--- config.mk ---
export PLATFORM = sky130hd
export DESIGN_NAME = deque_with_cursor_walk
export DESIGN_NICKNAME = d
export VERILOG_FILES = /design/src/hw/rtl/dwc_pkg.sv /design/src/hw/rtl/dwc_dp.sv /design/src/hw/rtl/dwc_ctrl.sv /design/src/hw/rtl/deque_with_cursor_walk.sv
export SDC_FILE = /design/constraint.sdc
export NUM_CORES = 2
export LEC_CHECK = 0
export BUFFER_PORTS_ARGS = -buffer_cell sky130_fd_sc_hd__buf_2
export CAP_MARGIN = 20
export CORE_MARGIN = 5
export CORE_UTILIZATION = 45
export CTS_BUF_LIST = sky130_fd_sc_hd__clkbuf_8
export CTS_CLUSTER_SIZE = 25
export DETAILED_ROUTE_END_ITERATION = 8
export PLACE_DENSITY_LB_ADDON = 0.25
export SLEW_MARGIN = 10
export SYNTH_ARGS = -nofsm -noshare
export SYNTH_HDL_FRONTEND = slang
export SYNTH_SLANG_ARGS = --single-unit
--- constraint.sdc ---
create_clock -name clk -period 10.06 [get_ports clk]
set_input_delay 0.503 -clock clk [delete_from_list [all_inputs] [get_ports clk]]
set_output_delay 0.503 -clock clk [all_outputs]
set_load 0.01 [all_outputs]
--- src/hw/rtl/dwc_pkg.sv ---
// ----------------------------------------------------------------------------
// dwc_pkg
// Shared types and constants for the deque with cursor walk: request codes,
// move directions, and the command/status bundles between the controller
// and the datapath.
// ----------------------------------------------------------------------------
package dwc_pkg;

    localparam int DATA_W    = 32;
    localparam int ENTRIES_W = 7;

    typedef enum logic [2:0] {
        REQ_EMPTY  = 3'd0,
        REQ_SIZE   = 3'd1,
        REQ_PUSH_F = 3'd2,
        REQ_PUSH_B = 3'd3,
        REQ_POP_F  = 3'd4,
        REQ_POP_B  = 3'd5,
        REQ_DUMP   = 3'd6,
        REQ_MOVE   = 3'd7
    } req_t;

    localparam logic [1:0] DIR_RIGHT = 2'd0;
    localparam logic [1:0] DIR_LEFT  = 2'd1;

    // Controller to datapath
    typedef struct packed {
        logic push_front;
        logic push_back;
        logic pop_front;
        logic pop_back;
        logic move;       // step the walk cursor
        logic end_walk;   // close the walk in progress
        logic rd_cursor;  // read the entry under the cursor
        logic rd_dump;    // read the entry at the dump index
        logic idx_clear;
        logic idx_inc;
        logic out_load;   // load the result register
        logic out_mem;    // result data comes from the read port
        logic out_ovf;
        logic out_last;
    } dwc_cmd_t;

    // Datapath to controller
    typedef struct packed {
        logic empty;
        logic full;
        logic out_free;   // result register can take a beat this cycle
        logic dump_last;  // dump index is on the back entry
    } dwc_sts_t;

endpackage

--- src/hw/rtl/dwc_dp.sv ---
// ----------------------------------------------------------------------------
// dwc_dp
// Datapath: ring-buffer entry memory with registered read, front index,
// entry count, walk cursor, dump index and the result register.
// ----------------------------------------------------------------------------
module dwc_dp #(
    parameter int DEPTH = 64
) (
    input  logic                                clk,
    input  logic                                rst_n,
    input  dwc_pkg::dwc_cmd_t                   cmd,
    output dwc_pkg::dwc_sts_t                   sts,
    input  logic signed [dwc_pkg::DATA_W-1:0]   value,
    input  logic [1:0]                          direction,
    output logic                                rsp_valid,
    input  logic                                rsp_stall,
    output logic signed [dwc_pkg::DATA_W-1:0]   data,
    output logic [dwc_pkg::ENTRIES_W-1:0]       entries,
    output logic                                is_empty,
    output logic                                overflow,
    output logic                                last
);
    import dwc_pkg::*;

    localparam int AW = (DEPTH > 1) ? $clog2(DEPTH) : 1;
    localparam int CW = $clog2(DEPTH + 1);
    localparam logic [AW:0]   DEPTH_S  = (AW+1)'(DEPTH);
    localparam logic [CW-1:0] DEPTH_C  = CW'(DEPTH);
    localparam logic [AW-1:0] LAST_IDX = AW'(DEPTH - 1);

    function automatic logic [AW-1:0] slot(input logic [AW-1:0] base,
                                           input logic [AW-1:0] off);
        logic [AW:0] sum;
        sum = {1'b0, base} + {1'b0, off};
        if (sum >= DEPTH_S)
            sum = sum - DEPTH_S;
        return sum[AW-1:0];
    endfunction

    logic [DATA_W-1:0] mem [DEPTH];
    logic [DATA_W-1:0] rd_data_reg;

    logic [AW-1:0] front_reg, front_next;
    logic [CW-1:0] count_reg, count_next;
    logic [AW-1:0] cursor_reg, cursor_next;
    logic          walking_reg, walking_next;
    logic [AW-1:0] idx_reg, idx_next;

    logic              wr_en;
    logic [AW-1:0]     wr_addr;
    logic              rd_en;
    logic [AW-1:0]     rd_addr;
    logic [AW-1:0]     cur_base, cur_clamp;

    logic                     out_valid_reg, out_valid_next;
    logic signed [DATA_W-1:0] out_data_reg, out_data_next;
    logic [CW-1:0]            out_count_reg, out_count_next;
    logic                     out_ovf_reg, out_ovf_next;
    logic                     out_last_reg, out_last_next;

    assign sts.empty     = (count_reg == '0);
    assign sts.full      = (count_reg == DEPTH_C);
    assign sts.out_free  = !out_valid_reg || !rsp_stall;
    assign sts.dump_last = ((CW'(idx_reg) + CW'(1)) == count_reg);

    always_comb
    begin
        front_next   = front_reg;
        count_next   = count_reg;
        cursor_next  = cursor_reg;
        walking_next = walking_reg;
        idx_next     = idx_reg;
        wr_en        = 1'b0;
        wr_addr      = slot(front_reg, AW'(count_reg));
        cur_base     = walking_reg ? cursor_reg : '0;
        cur_clamp    = cur_base;

        if (cmd.push_front)
        begin
            front_next = (front_reg == '0) ? LAST_IDX : front_reg - AW'(1);
            wr_addr    = front_next;
            wr_en      = 1'b1;
            count_next = count_reg + CW'(1);
        end
        else if (cmd.push_back)
        begin
            wr_en      = 1'b1;
            count_next = count_reg + CW'(1);
        end
        else if (cmd.pop_front && count_reg != '0)
        begin
            front_next = slot(front_reg, AW'(1));
            count_next = count_reg - CW'(1);
        end
        else if (cmd.pop_back && count_reg != '0)
        begin
            count_next = count_reg - CW'(1);
        end

        // Walk: start from the front (or from the cursor while a walk is in progress), clamp into range, then step once
        if (cmd.move)
        begin
            walking_next = 1'b1;
            cursor_next  = cur_base;
            if (count_reg != '0)
            begin
                if (CW'(cur_base) >= count_reg)
                    cur_clamp = AW'(count_reg - CW'(1));
                cursor_next = cur_clamp;
                if (direction == DIR_RIGHT && (CW'(cur_clamp) + CW'(1)) < count_reg)
                    cursor_next = cur_clamp + AW'(1);
                else if (direction == DIR_LEFT && cur_clamp != '0)
                    cursor_next = cur_clamp - AW'(1);
            end
        end
        if (cmd.end_walk)
            walking_next = 1'b0;

        if (cmd.idx_clear)
            idx_next = '0;
        else if (cmd.idx_inc)
            idx_next = idx_reg + AW'(1);
    end

    assign rd_en   = cmd.rd_cursor || cmd.rd_dump;
    assign rd_addr = cmd.rd_cursor ? slot(front_reg, cursor_reg) : slot(front_reg, idx_reg);

    always_ff @(posedge clk)
    begin
        if (wr_en)
            mem[wr_addr] <= value;
    end

    always_ff @(posedge clk)
    begin
        if (rd_en)
            rd_data_reg <= mem[rd_addr];
    end

    always_comb
    begin
        out_valid_next = out_valid_reg && rsp_stall;
        out_data_next  = out_data_reg;
        out_count_next = out_count_reg;
        out_ovf_next   = out_ovf_reg;
        out_last_next  = out_last_reg;
        if (cmd.out_load)
        begin
            out_valid_next = 1'b1;
            out_data_next  = cmd.out_mem ? rd_data_reg : '0;
            out_count_next = count_reg;
            out_ovf_next   = cmd.out_ovf;
            out_last_next  = cmd.out_last;
        end
    end

    always_ff @(posedge clk or negedge rst_n)
    begin
        if (!rst_n)
        begin
            front_reg     <= '0;
            count_reg     <= '0;
            cursor_reg    <= '0;
            walking_reg   <= 1'b0;
            idx_reg       <= '0;
            out_valid_reg <= 1'b0;
        end
        else
        begin
            front_reg     <= front_next;
            count_reg     <= count_next;
            cursor_reg    <= cursor_next;
            walking_reg   <= walking_next;
            idx_reg       <= idx_next;
            out_valid_reg <= out_valid_next;
        end
    end

    always_ff @(posedge clk)
    begin
        out_data_reg  <= out_data_next;
        out_count_reg <= out_count_next;
        out_ovf_reg   <= out_ovf_next;
        out_last_reg  <= out_last_next;
    end

    assign rsp_valid = out_valid_reg;
    assign data      = out_data_reg;
    assign entries   = ENTRIES_W'(out_count_reg);
    assign is_empty  = (out_count_reg == '0);
    assign overflow  = out_ovf_reg;
    assign last      = out_last_reg;

    a_no_push_when_full: assert property (@(posedge clk) disable iff (!rst_n)
        (cmd.push_front || cmd.push_back) |-> !sts.full)
        else $error("push written while full");

    a_count_in_range: assert property (@(posedge clk) disable iff (!rst_n)
        count_reg <= DEPTH_C)
        else $error("entry count beyond depth");

    a_dump_idx_in_range: assert property (@(posedge clk) disable iff (!rst_n)
        cmd.rd_dump |-> (CW'(idx_reg) < count_reg))
        else $error("dump read outside stored entries");

endmodule

--- src/hw/rtl/dwc_ctrl.sv ---
// ----------------------------------------------------------------------------
// dwc_ctrl
// Controller: decodes requests, sequences walk reads and dump streaming,
// and paces intake against the result register.
// ----------------------------------------------------------------------------
module dwc_ctrl (
    input  logic               clk,
    input  logic               rst_n,
    input  logic               req_valid,
    output logic               req_stall,
    input  logic [2:0]         req_type,
    input  logic               walk_end,
    input  dwc_pkg::dwc_sts_t  sts,
    output dwc_pkg::dwc_cmd_t  cmd
);
    import dwc_pkg::*;

    typedef enum logic [2:0] {
        S_IDLE,
        S_WREAD,
        S_WLOAD,
        S_DREAD,
        S_DLOAD
    } state_t;

    state_t state_reg, state_next;
    req_t   req;
    logic   load_now;
    logic   accept;

    assign req = req_t'(req_type);

    // Requests that put a beat into the result register at intake
    always_comb
    begin
        load_now = (req inside {REQ_EMPTY, REQ_SIZE})
                || ((req inside {REQ_PUSH_F, REQ_PUSH_B}) && sts.full)
                || (req == REQ_DUMP && sts.empty)
                || (req == REQ_MOVE && walk_end && sts.empty);
    end

    assign req_stall = (state_reg != S_IDLE) || (load_now && !sts.out_free);
    assign accept    = req_valid && !req_stall;

    always_comb
    begin
        cmd        = '0;
        state_next = state_reg;
        case (state_reg)
            S_IDLE:
            begin
                if (accept)
                begin
                    cmd.end_walk = (req != REQ_MOVE);
                    case (req)
                        REQ_EMPTY, REQ_SIZE:
                        begin
                            cmd.out_load = 1'b1;
                            cmd.out_last = 1'b1;
                        end
                        REQ_PUSH_F, REQ_PUSH_B:
                        begin
                            if (sts.full)
                            begin
                                cmd.out_load = 1'b1;
                                cmd.out_ovf  = 1'b1;
                                cmd.out_last = 1'b1;
                            end
                            else
                            begin
                                cmd.push_front = (req == REQ_PUSH_F);
                                cmd.push_back  = (req == REQ_PUSH_B);
                            end
                        end
                        REQ_POP_F: cmd.pop_front = !sts.empty;
                        REQ_POP_B: cmd.pop_back  = !sts.empty;
                        REQ_DUMP:
                        begin
                            if (sts.empty)
                            begin
                                cmd.out_load = 1'b1;
                                cmd.out_last = 1'b1;
                            end
                            else
                            begin
                                cmd.idx_clear = 1'b1;
                                state_next    = S_DREAD;
                            end
                        end
                        REQ_MOVE:
                        begin
                            cmd.move = 1'b1;
                            if (walk_end)
                            begin
                                cmd.end_walk = 1'b1;
                                if (sts.empty)
                                begin
                                    cmd.out_load = 1'b1;
                                    cmd.out_last = 1'b1;
                                end
                                else
                                    state_next = S_WREAD;
                            end
                        end
                        default: ;
                    endcase
                end
            end
            S_WREAD:
            begin
                cmd.rd_cursor = 1'b1;
                state_next    = S_WLOAD;
            end
            S_WLOAD:
            begin
                if (sts.out_free)
                begin
                    cmd.out_load = 1'b1;
                    cmd.out_mem  = 1'b1;
                    cmd.out_last = 1'b1;
                    state_next   = S_IDLE;
                end
            end
            S_DREAD:
            begin
                cmd.rd_dump = 1'b1;
                state_next  = S_DLOAD;
            end
            S_DLOAD:
            begin
                if (sts.out_free)
                begin
                    cmd.out_load = 1'b1;
                    cmd.out_mem  = 1'b1;
                    cmd.out_last = sts.dump_last;
                    if (sts.dump_last)
                        state_next = S_IDLE;
                    else
                    begin
                        cmd.idx_inc = 1'b1;
                        state_next  = S_DREAD;
                    end
                end
            end
            default: state_next = S_IDLE;
        endcase
    end

    always_ff @(posedge clk or negedge rst_n)
    begin
        if (!rst_n)
            state_reg <= S_IDLE;
        else
            state_reg <= state_next;
    end

    a_load_needs_room: assert property (@(posedge clk) disable iff (!rst_n)
        cmd.out_load |-> sts.out_free)
        else $error("result register overwritten while a beat waits");

    a_walk_read_then_load: assert property (@(posedge clk) disable iff (!rst_n)
        state_reg == S_WREAD |=> state_reg == S_WLOAD)
        else $error("walk read not followed by result load");

    a_dump_ends_idle: assert property (@(posedge clk) disable iff (!rst_n)
        (state_reg == S_DLOAD && sts.out_free && sts.dump_last) |=> state_reg == S_IDLE)
        else $error("dump did not end on the back entry");

endmodule

--- src/hw/rtl/deque_with_cursor_walk.sv ---
// ----------------------------------------------------------------------------
// deque_with_cursor_walk
// Double-ended queue of signed 32-bit values in a ring buffer, with queries,
// pushes and pops at both ends, a front-to-back dump and a cursor walk.
// ----------------------------------------------------------------------------
//
//  channel  | valid     | stall     | payload
//  ---------+-----------+-----------+-------------------------------------------
//  request  | req_valid | req_stall | req_type, value, direction, walk_end
//  result   | rsp_valid | rsp_stall | data, entries, is_empty, overflow, last
//
//  Push, pop and non-final moves complete at intake; queries and dropped
//  pushes place one beat in the result register at intake.
//  A final walk move on a non-empty deque goes through accept, memory read
//  and result load; on an empty deque it loads one beat at intake.
//  A dump of N entries runs accept, then a memory read and a result load per
//  entry, and holds req_stall high until the back entry has been loaded; a
//  dump of an empty deque loads one beat at intake.
//  Each result load waits while rsp_stall keeps a beat in the result register,
//  and req_stall also rises then for a request that loads a beat at intake.
//  Reset (rst_n low) empties the queue and ends any walk; the entry memory
//  itself is not cleared, since only entries inside the count are read.
//
module deque_with_cursor_walk #(
    parameter int DEPTH = 64
) (
    input  logic                                clk,
    input  logic                                rst_n,
    input  logic                                req_valid,
    output logic                                req_stall,
    input  logic [2:0]                          req_type,
    input  logic signed [dwc_pkg::DATA_W-1:0]   value,
    input  logic [1:0]                          direction,
    input  logic                                walk_end,
    output logic                                rsp_valid,
    input  logic                                rsp_stall,
    output logic signed [dwc_pkg::DATA_W-1:0]   data,
    output logic [dwc_pkg::ENTRIES_W-1:0]       entries,
    output logic                                is_empty,
    output logic                                overflow,
    output logic                                last
);
    import dwc_pkg::*;

    dwc_cmd_t cmd;
    dwc_sts_t sts;

    // Controller: decode each beat, sequence reads, pace intake
    dwc_ctrl u_ctrl (
        .clk       (clk),
        .rst_n     (rst_n),
        .req_valid (req_valid),
        .req_stall (req_stall),
        .req_type  (req_type),
        .walk_end  (walk_end),
        .sts       (sts),
        .cmd       (cmd)
    );

    // Datapath: ring memory, pointers, cursor and the result register
    dwc_dp #(
        .DEPTH (DEPTH)
    ) u_dp (
        .clk       (clk),
        .rst_n     (rst_n),
        .cmd       (cmd),
        .sts       (sts),
        .value     (value),
        .direction (direction),
        .rsp_valid (rsp_valid),
        .rsp_stall (rsp_stall),
        .data      (data),
        .entries   (entries),
        .is_empty  (is_empty),
        .overflow  (overflow),
        .last      (last)
    );

endmodule
== Word level (Yosys, flattened, before mapping) ==
Memory sizes are Yosys's and may differ from the RTL's. A register that Yosys moved wholly into a read port is not among the register bits.
Cells that the tools add are included.

* $add $sub $neg: 16
* Order comparisons: 6
* Equality and inequality tests: 23
* Muxes and demuxes: 70
* Reductions and logical operators: 42

{| class="wikitable"
|+ Operators by type and width
! cell !! number
|-
| 6-bit two-way mux || 21
|-
| 6-bit by 1-bit subtractor with 6-bit output, second input constant || 6
|-
| 7-bit >= comparator, second input constant || 4
|-
| 7-bit two-way mux || 4
|-
| 1-bit two-way mux || 25
|-
| 6-bit by 1-bit adder with 7-bit output, second input constant || 3
|-
| 6-bit by 6-bit adder with 7-bit output || 3
|-
| 3-bit two-way mux || 7
|-
| 3-bit equality test, second input constant || 5
|-
| 3-bit one-hot mux with 5 select lines || 1
|-
| 7-bit logical NOT || 2
|-
| 6-bit by 1-bit adder with 6-bit output, second input constant || 2
|-
| 3-bit by 2-bit equality test with 1-bit output, second input constant || 4
|-
| 2-bit two-way mux || 6
|-
| 3-bit inequality test, second input constant || 4
|-
| 1-bit logical AND || 11
|-
| 2-bit nonzero test || 5
|-
| 2-bit by 1-bit inequality test with 1-bit output, second input constant || 4
|-
| 1-bit one-hot mux with 4 select lines || 2
|-
| 7-bit by 1-bit adder with 7-bit output, second input constant || 1
|-
| 7-bit equality test || 1
|-
| 7-bit equality test, second input constant || 1
|-
| 6-bit by 7-bit >= comparator with 1-bit output || 1
|-
| 7-bit < comparator || 1
|-
| 20 further kinds || 33
|}

* Register bits after elaboration: 71
* Memory bits (writable): 2048
* Input port bits: 42
* Output and inout bits: 44
* Word-level logic and storage cells: 169
* Memories kept: 1

{| class="wikitable"
|+ Memory list
! memory !! depth !! width !! read ports !! clocked after Yosys merged registers in !! wr ports !! RTL line !! text
|-
| u_dp.mem || 64 || 32 || 1 || 1 || 1 || dwc_dp.sv:40 || <nowiki>logic [DATA_W-1:0] mem [DEPTH];</nowiki>
|}

== Depth between registers and ports, before layout ==
* Word-level depth: 18
* Depth in mapped cells: 22
* Gate-level depth less buffers: 21

== Hierarchy ==
Synthesis repeated with hierarchy kept, for this count alone.

* Cell total of the unflattened synthesis: 3626
* Area, all modules: 83955.5 um^2

{| class="wikitable"
|+ By module, submodules not included
! module !! instances !! cells each !! area each (um^2) !! sequential area each (um^2)
|-
| dwc_dp || 1 || 3562 || 83465.0 || 64366.7
|-
| dwc_ctrl || 1 || 64 || 490.5 || 75.1
|}

== Worst setup path before layout ==
No wires, ideal clock.

* Path type: reg2reg
* From: reg u_ctrl.state_reg[0]
* To: reg u_dp.rd_data_reg[19], read port of u_dp.mem, data pin
* Arrival: 5515 ps
* Data required time: 9790 ps
* Setup slack: 4275 ps
* Stages on the path, launching flop included: 17
* Path buffers: 6
* Path through: dfrtp_1 -> clkbuf_1 -> nor2b_1 -> nor2b_1 -> buf_2 -> mux2_2 -> ha_1 -> inv_1 -> fa_1 -> clkbuf_1 -> clkbuf_1 -> clkbuf_1 -> clkbuf_1 -> mux4_2 -> mux4_2 -> mux2i_1 -> a21oi_1

* Word-level cells in the longest chain between the ends: 3
* Elaborated cells between the ends (all ways): 6

{| class="wikitable"
|+ Ends and longest elaborated chain
! item !! RTL line !! text
|-
| start: declaration || dwc_ctrl.sv:26 || <nowiki>state_t state_reg, state_next;</nowiki>
|-
| start signal: assignment || dwc_ctrl.sv:154 || <nowiki>state_reg <= state_next;</nowiki>
|-
| 3-bit by 1-bit equality test with 1-bit output or 3-bit by 2-bit equality test with 1-bit output (tied branches) || dwc_ctrl.sv:49 || <nowiki>case (state_reg)</nowiki>
|-
| 1-bit two-way mux || dwc_ctrl.sv:49 ||
|-
| 1-bit logical OR (*) || dwc_dp.sv:125 || <nowiki>assign rd_en = cmd.rd_cursor || cmd.rd_dump;</nowiki>
|-
| net u_dp.rd_en || dwc_dp.sv:51 || <nowiki>logic rd_en;</nowiki>
|-
| end: declaration || dwc_dp.sv:41 || <nowiki>logic [DATA_W-1:0] rd_data_reg;</nowiki>
|}

The timed path passes the listed nets; every way through them passes the cells marked *.
A chain may end at the register's enable or synchronous reset.

== Worst setup path in the final report ==
* From: reg u_ctrl.state_reg[0]
* To: reg u_dp.rd_data_reg[4], read port of u_dp.mem, data pin

The elaborated chain is that of the path after synthesis.

==> results.md <==
* Crit end category: register
* Power density over the cells at around 350 nW/um^2
* Post-synth EDFFs at about 2100
* Hold Crit Class: primary input to register
* H-tree depth at 5
* Routed length on met3 at roughly 14000 um
* Post-Syn Nets at 3647
* Drt pass-1 iters at 7
* Nets@finish at around 4000
* Post-cts repair resize count at 0
* Mapped Avg Cell Area at between 20 and 25 sq um
* Synthesized area at around 84000 sq um
* Data arrival, critical path at ~6600 ps
* Hold Path End: u_dp.mem[22][15]
* RSZ-0062 raised after global routing: false
* Detail Placement HPWL at around 110000 um
* GRT Total Usage at a little over a fifth
* ANT nets after route at 0
* Final Cycle Share at approximately three fifths
* Setup Buffers After CTS at 0
* Placer congestion estimate at slightly above 0.8
* Chip height at 441.2 um
* Die X at 441.2 um
* Crit path required time at between 10000 and 15000 ps
* Vias/cell at 5.932
* DRT met1 WL at ~90000 um
* Largest net degree at the start of global routing at between 100 and 150
* Grt ovf at 0
* CTS Root Cell: clkbuf_8
* # hold bufs at CTS at 11
* WL met2 at ~100000 um
* Top_reg_cell synth: edfxtp_1
* Max reg flops at 2048
* Max Freq at 169.8 MHz
* Minimum clock period at between 5000 and 6000 ps
* R2r setup slk at between 4000 and 5000 ps
* Worst reg2reg endpoint: u_dp.rd_data_reg[4]
* Slew Viols, Final at 0
* Worst Path Max Fanout at roughly 130
* Core Box Area at approximately 190000 sq um
* Initial DRC Count at ~4200
* Final Hold Viols at 0
* Normalized max-slew margin at approximately a quarter
* Hold_sp: value[15]
* First-pass GRT wire length at ~300000 um
* Setup TNS at 0 ps
* Hold_ws at 82.76 ps
* Starting density of the core at between 40% and 50%
* Synthesis-stage register bit count at ~2200
* P&R area growth vs syn at 13.38%
* Post-synth top area cell: edfxtp_1
* Later-pin clock latency in the skew report at 1000 ps
* Min-Delay Path Depth at 1
* Area fraction of the dominant cell type after synthesis at around 76%
* Final Cell Area at around 95000 sq um
* WL final at ~210000 um
* Tightest Pin Transition at between 1000 and 1500 ps
* Ranking of synthesized cells by area: edfxtp_1 (76%), mux4_2 (17%), dfrtp_1 (0.90%)
* Port Buf Inserts at 85
* Clock transition at path regs at ~70 ps
* TritonCTS clock tree: done
* Final setup skew at roughly 69 ps
* Worst reg2reg path depth at 12
* Share of cells above drive strength 1 at about a third
* Async SR Flop Fraction at under 10%
* DRC Markers at 0
* Vias in the first global route at 40572
* Clk sink count at ~2200
* Num rows at roughly 160
* Via count at roughly 40000
* Sequential area share after synthesis at between 70 and 80%
* Max-cap violations at 0
* Cells after synthesis at 3575
* Max Used Layer: met4
* Die area at about 190000 sq um
* Critical path class: register to register
* Clock buffer count from CTS at 359
* Initial antenna violation count at 7
* Setup Viol. Count Final at 0
* Crit path launch type: register
* Crit Reg-Reg Startpoint: u_ctrl.state_reg[0]
* Synth warn at 0
* Outcome: finished, final reports clean
* Clock Path Buffers at 4
* Leak Pwr at ~0.030 uW
* Worst vdd ir at ~0.00064 V
* Number of distinct library cells after synthesis at 78
* Area post-placement at between 80000 and 90000 sq um
* Wire length per cell at around 31 um
* I/O pins at between 80 and 90
[kinds of logic after synthesis]
family          after synthesis  synth area share (%)
flops                      2151                 77.03
mux                         690                 17.84
simple gates                286                 1.875
buf+inv                     213                 1.026
compound gates              161                 1.303
xor+xnor                     43                0.4502
fa+ha+maj                    31                0.4786
[cells in the final DEF, fill, tap and decap left out, types with 7 or more instances in the layout]
cell	count
a211oi_1	33
a21oi_1	54
and2_1	37
buf_12	22
buf_2	86
buf_4	123
bufinv_16	10
clkbuf_8	369
clkinv_1	113
clkinv_2	42
dfrtp_1	30
dlygate4sd3_1	21
edfxtp_1	2121
ha_1	27
inv_1	113
mux2_2	7
mux2i_1	43
mux4_2	640
nand2_1	46
nand2b_1	9
nand3_1	8
nand4_1	10
nor2_1	26
nor2b_1	39
nor3_1	11
nor3_2	63
o21ai_0	17
o31ai_1	8
xnor2_1	26
xor2_1	13
[where the power goes]
group / switching (uW) / internal, uW / leakage, uW / total (uW)
clock network: 3390 / 3650 / 0.00362 / 7040
registers: 266 / 10300 / 0.0195 / 10600
logic: 8320 / 7480 / 0.00695 / 15800
total: 12000 / 21400 / 0.0300 / 33400
[per-stage QoR]
step | util, % | total power (uW) | cells | setup slack (ps)
2_1_floorplan | - | 21710 | 3575 | 4275
3_3_place_gp | 47.49 | 26800 | 6083 | 4126
3_5_place_dp | 47.52 | 26850 | 6087 | 4043
4_1_cts | 51.02 | 33920 | 6726 | 4020
5_1_grt | 51.21 | 34950 | 6750 | 3696
6_report | 51.21 | 33420 | 6750 | 4172
[Yosys cell counts, types with 24 or more instances]
library cell	n
edfxtp_1	2121
inv_1	24
nor3_1	75
a21oi_1	54
ha_1	28
mux2i_1	43
nor2_1	26
buf_2	35
clkbuf_1	106
mux4_2	640
nor2b_1	40
and2_1	37
dfrtp_1	30
a211oi_1	34
xnor2_1	30
nand2_1	46
buf_1	45
[routing by layer]
| metal | track usage, % | up-vias |
|---|---|---|
| met5 | 0 | - |
| met1 | 31.16 | 21722 |
| met2 | 35.08 | 1735 |
| met3 | 3.487 | 350 |
| li1 | - | 16235 |
| met4 | 6.354 | 0 |
[layout make-up]
class	instances	area, sq um
multi-input combinational	1211	18790
antenna	2	5.005
tap	2480	3103
fill	14473	90380
sequential	2151	64440
clock inverter	259	1309
timing repair buffer	254	2037
clock buffer	369	5079
inverter	24	90.09
[worst max-delay path: stages, from the launching register on]
cell      delay, ps
dfrtp_1         520
nor2b_4         210
nor2b_1         510
mux2_2          290
ha_4            130
inv_1            50
fa_4           1190
buf_12          630
mux4_2          410
mux4_2          460
nor2b_1         200
a211oi_1        720
a21oi_1          80
[how the worst max path moves through the flow]
stage,from,endpoint,slack (ps),cells after the start
final,u_ctrl.state_reg[0],u_dp.rd_data_reg[4],4170,12
after global routing,u_dp.walking_reg,u_dp.cursor_reg[3],3700,21
after CTS,u_ctrl.state_reg[0],u_dp.rd_data_reg[9],4020,10
after detailed placement,u_ctrl.state_reg[0],u_dp.rd_data_reg[9],4040,10
after global placement,u_ctrl.state_reg[0],u_dp.rd_data_reg[9],4130,10
after floorplan,u_ctrl.state_reg[0],u_dp.rd_data_reg[19],4280,16
(Power assumes the default switching activity.)
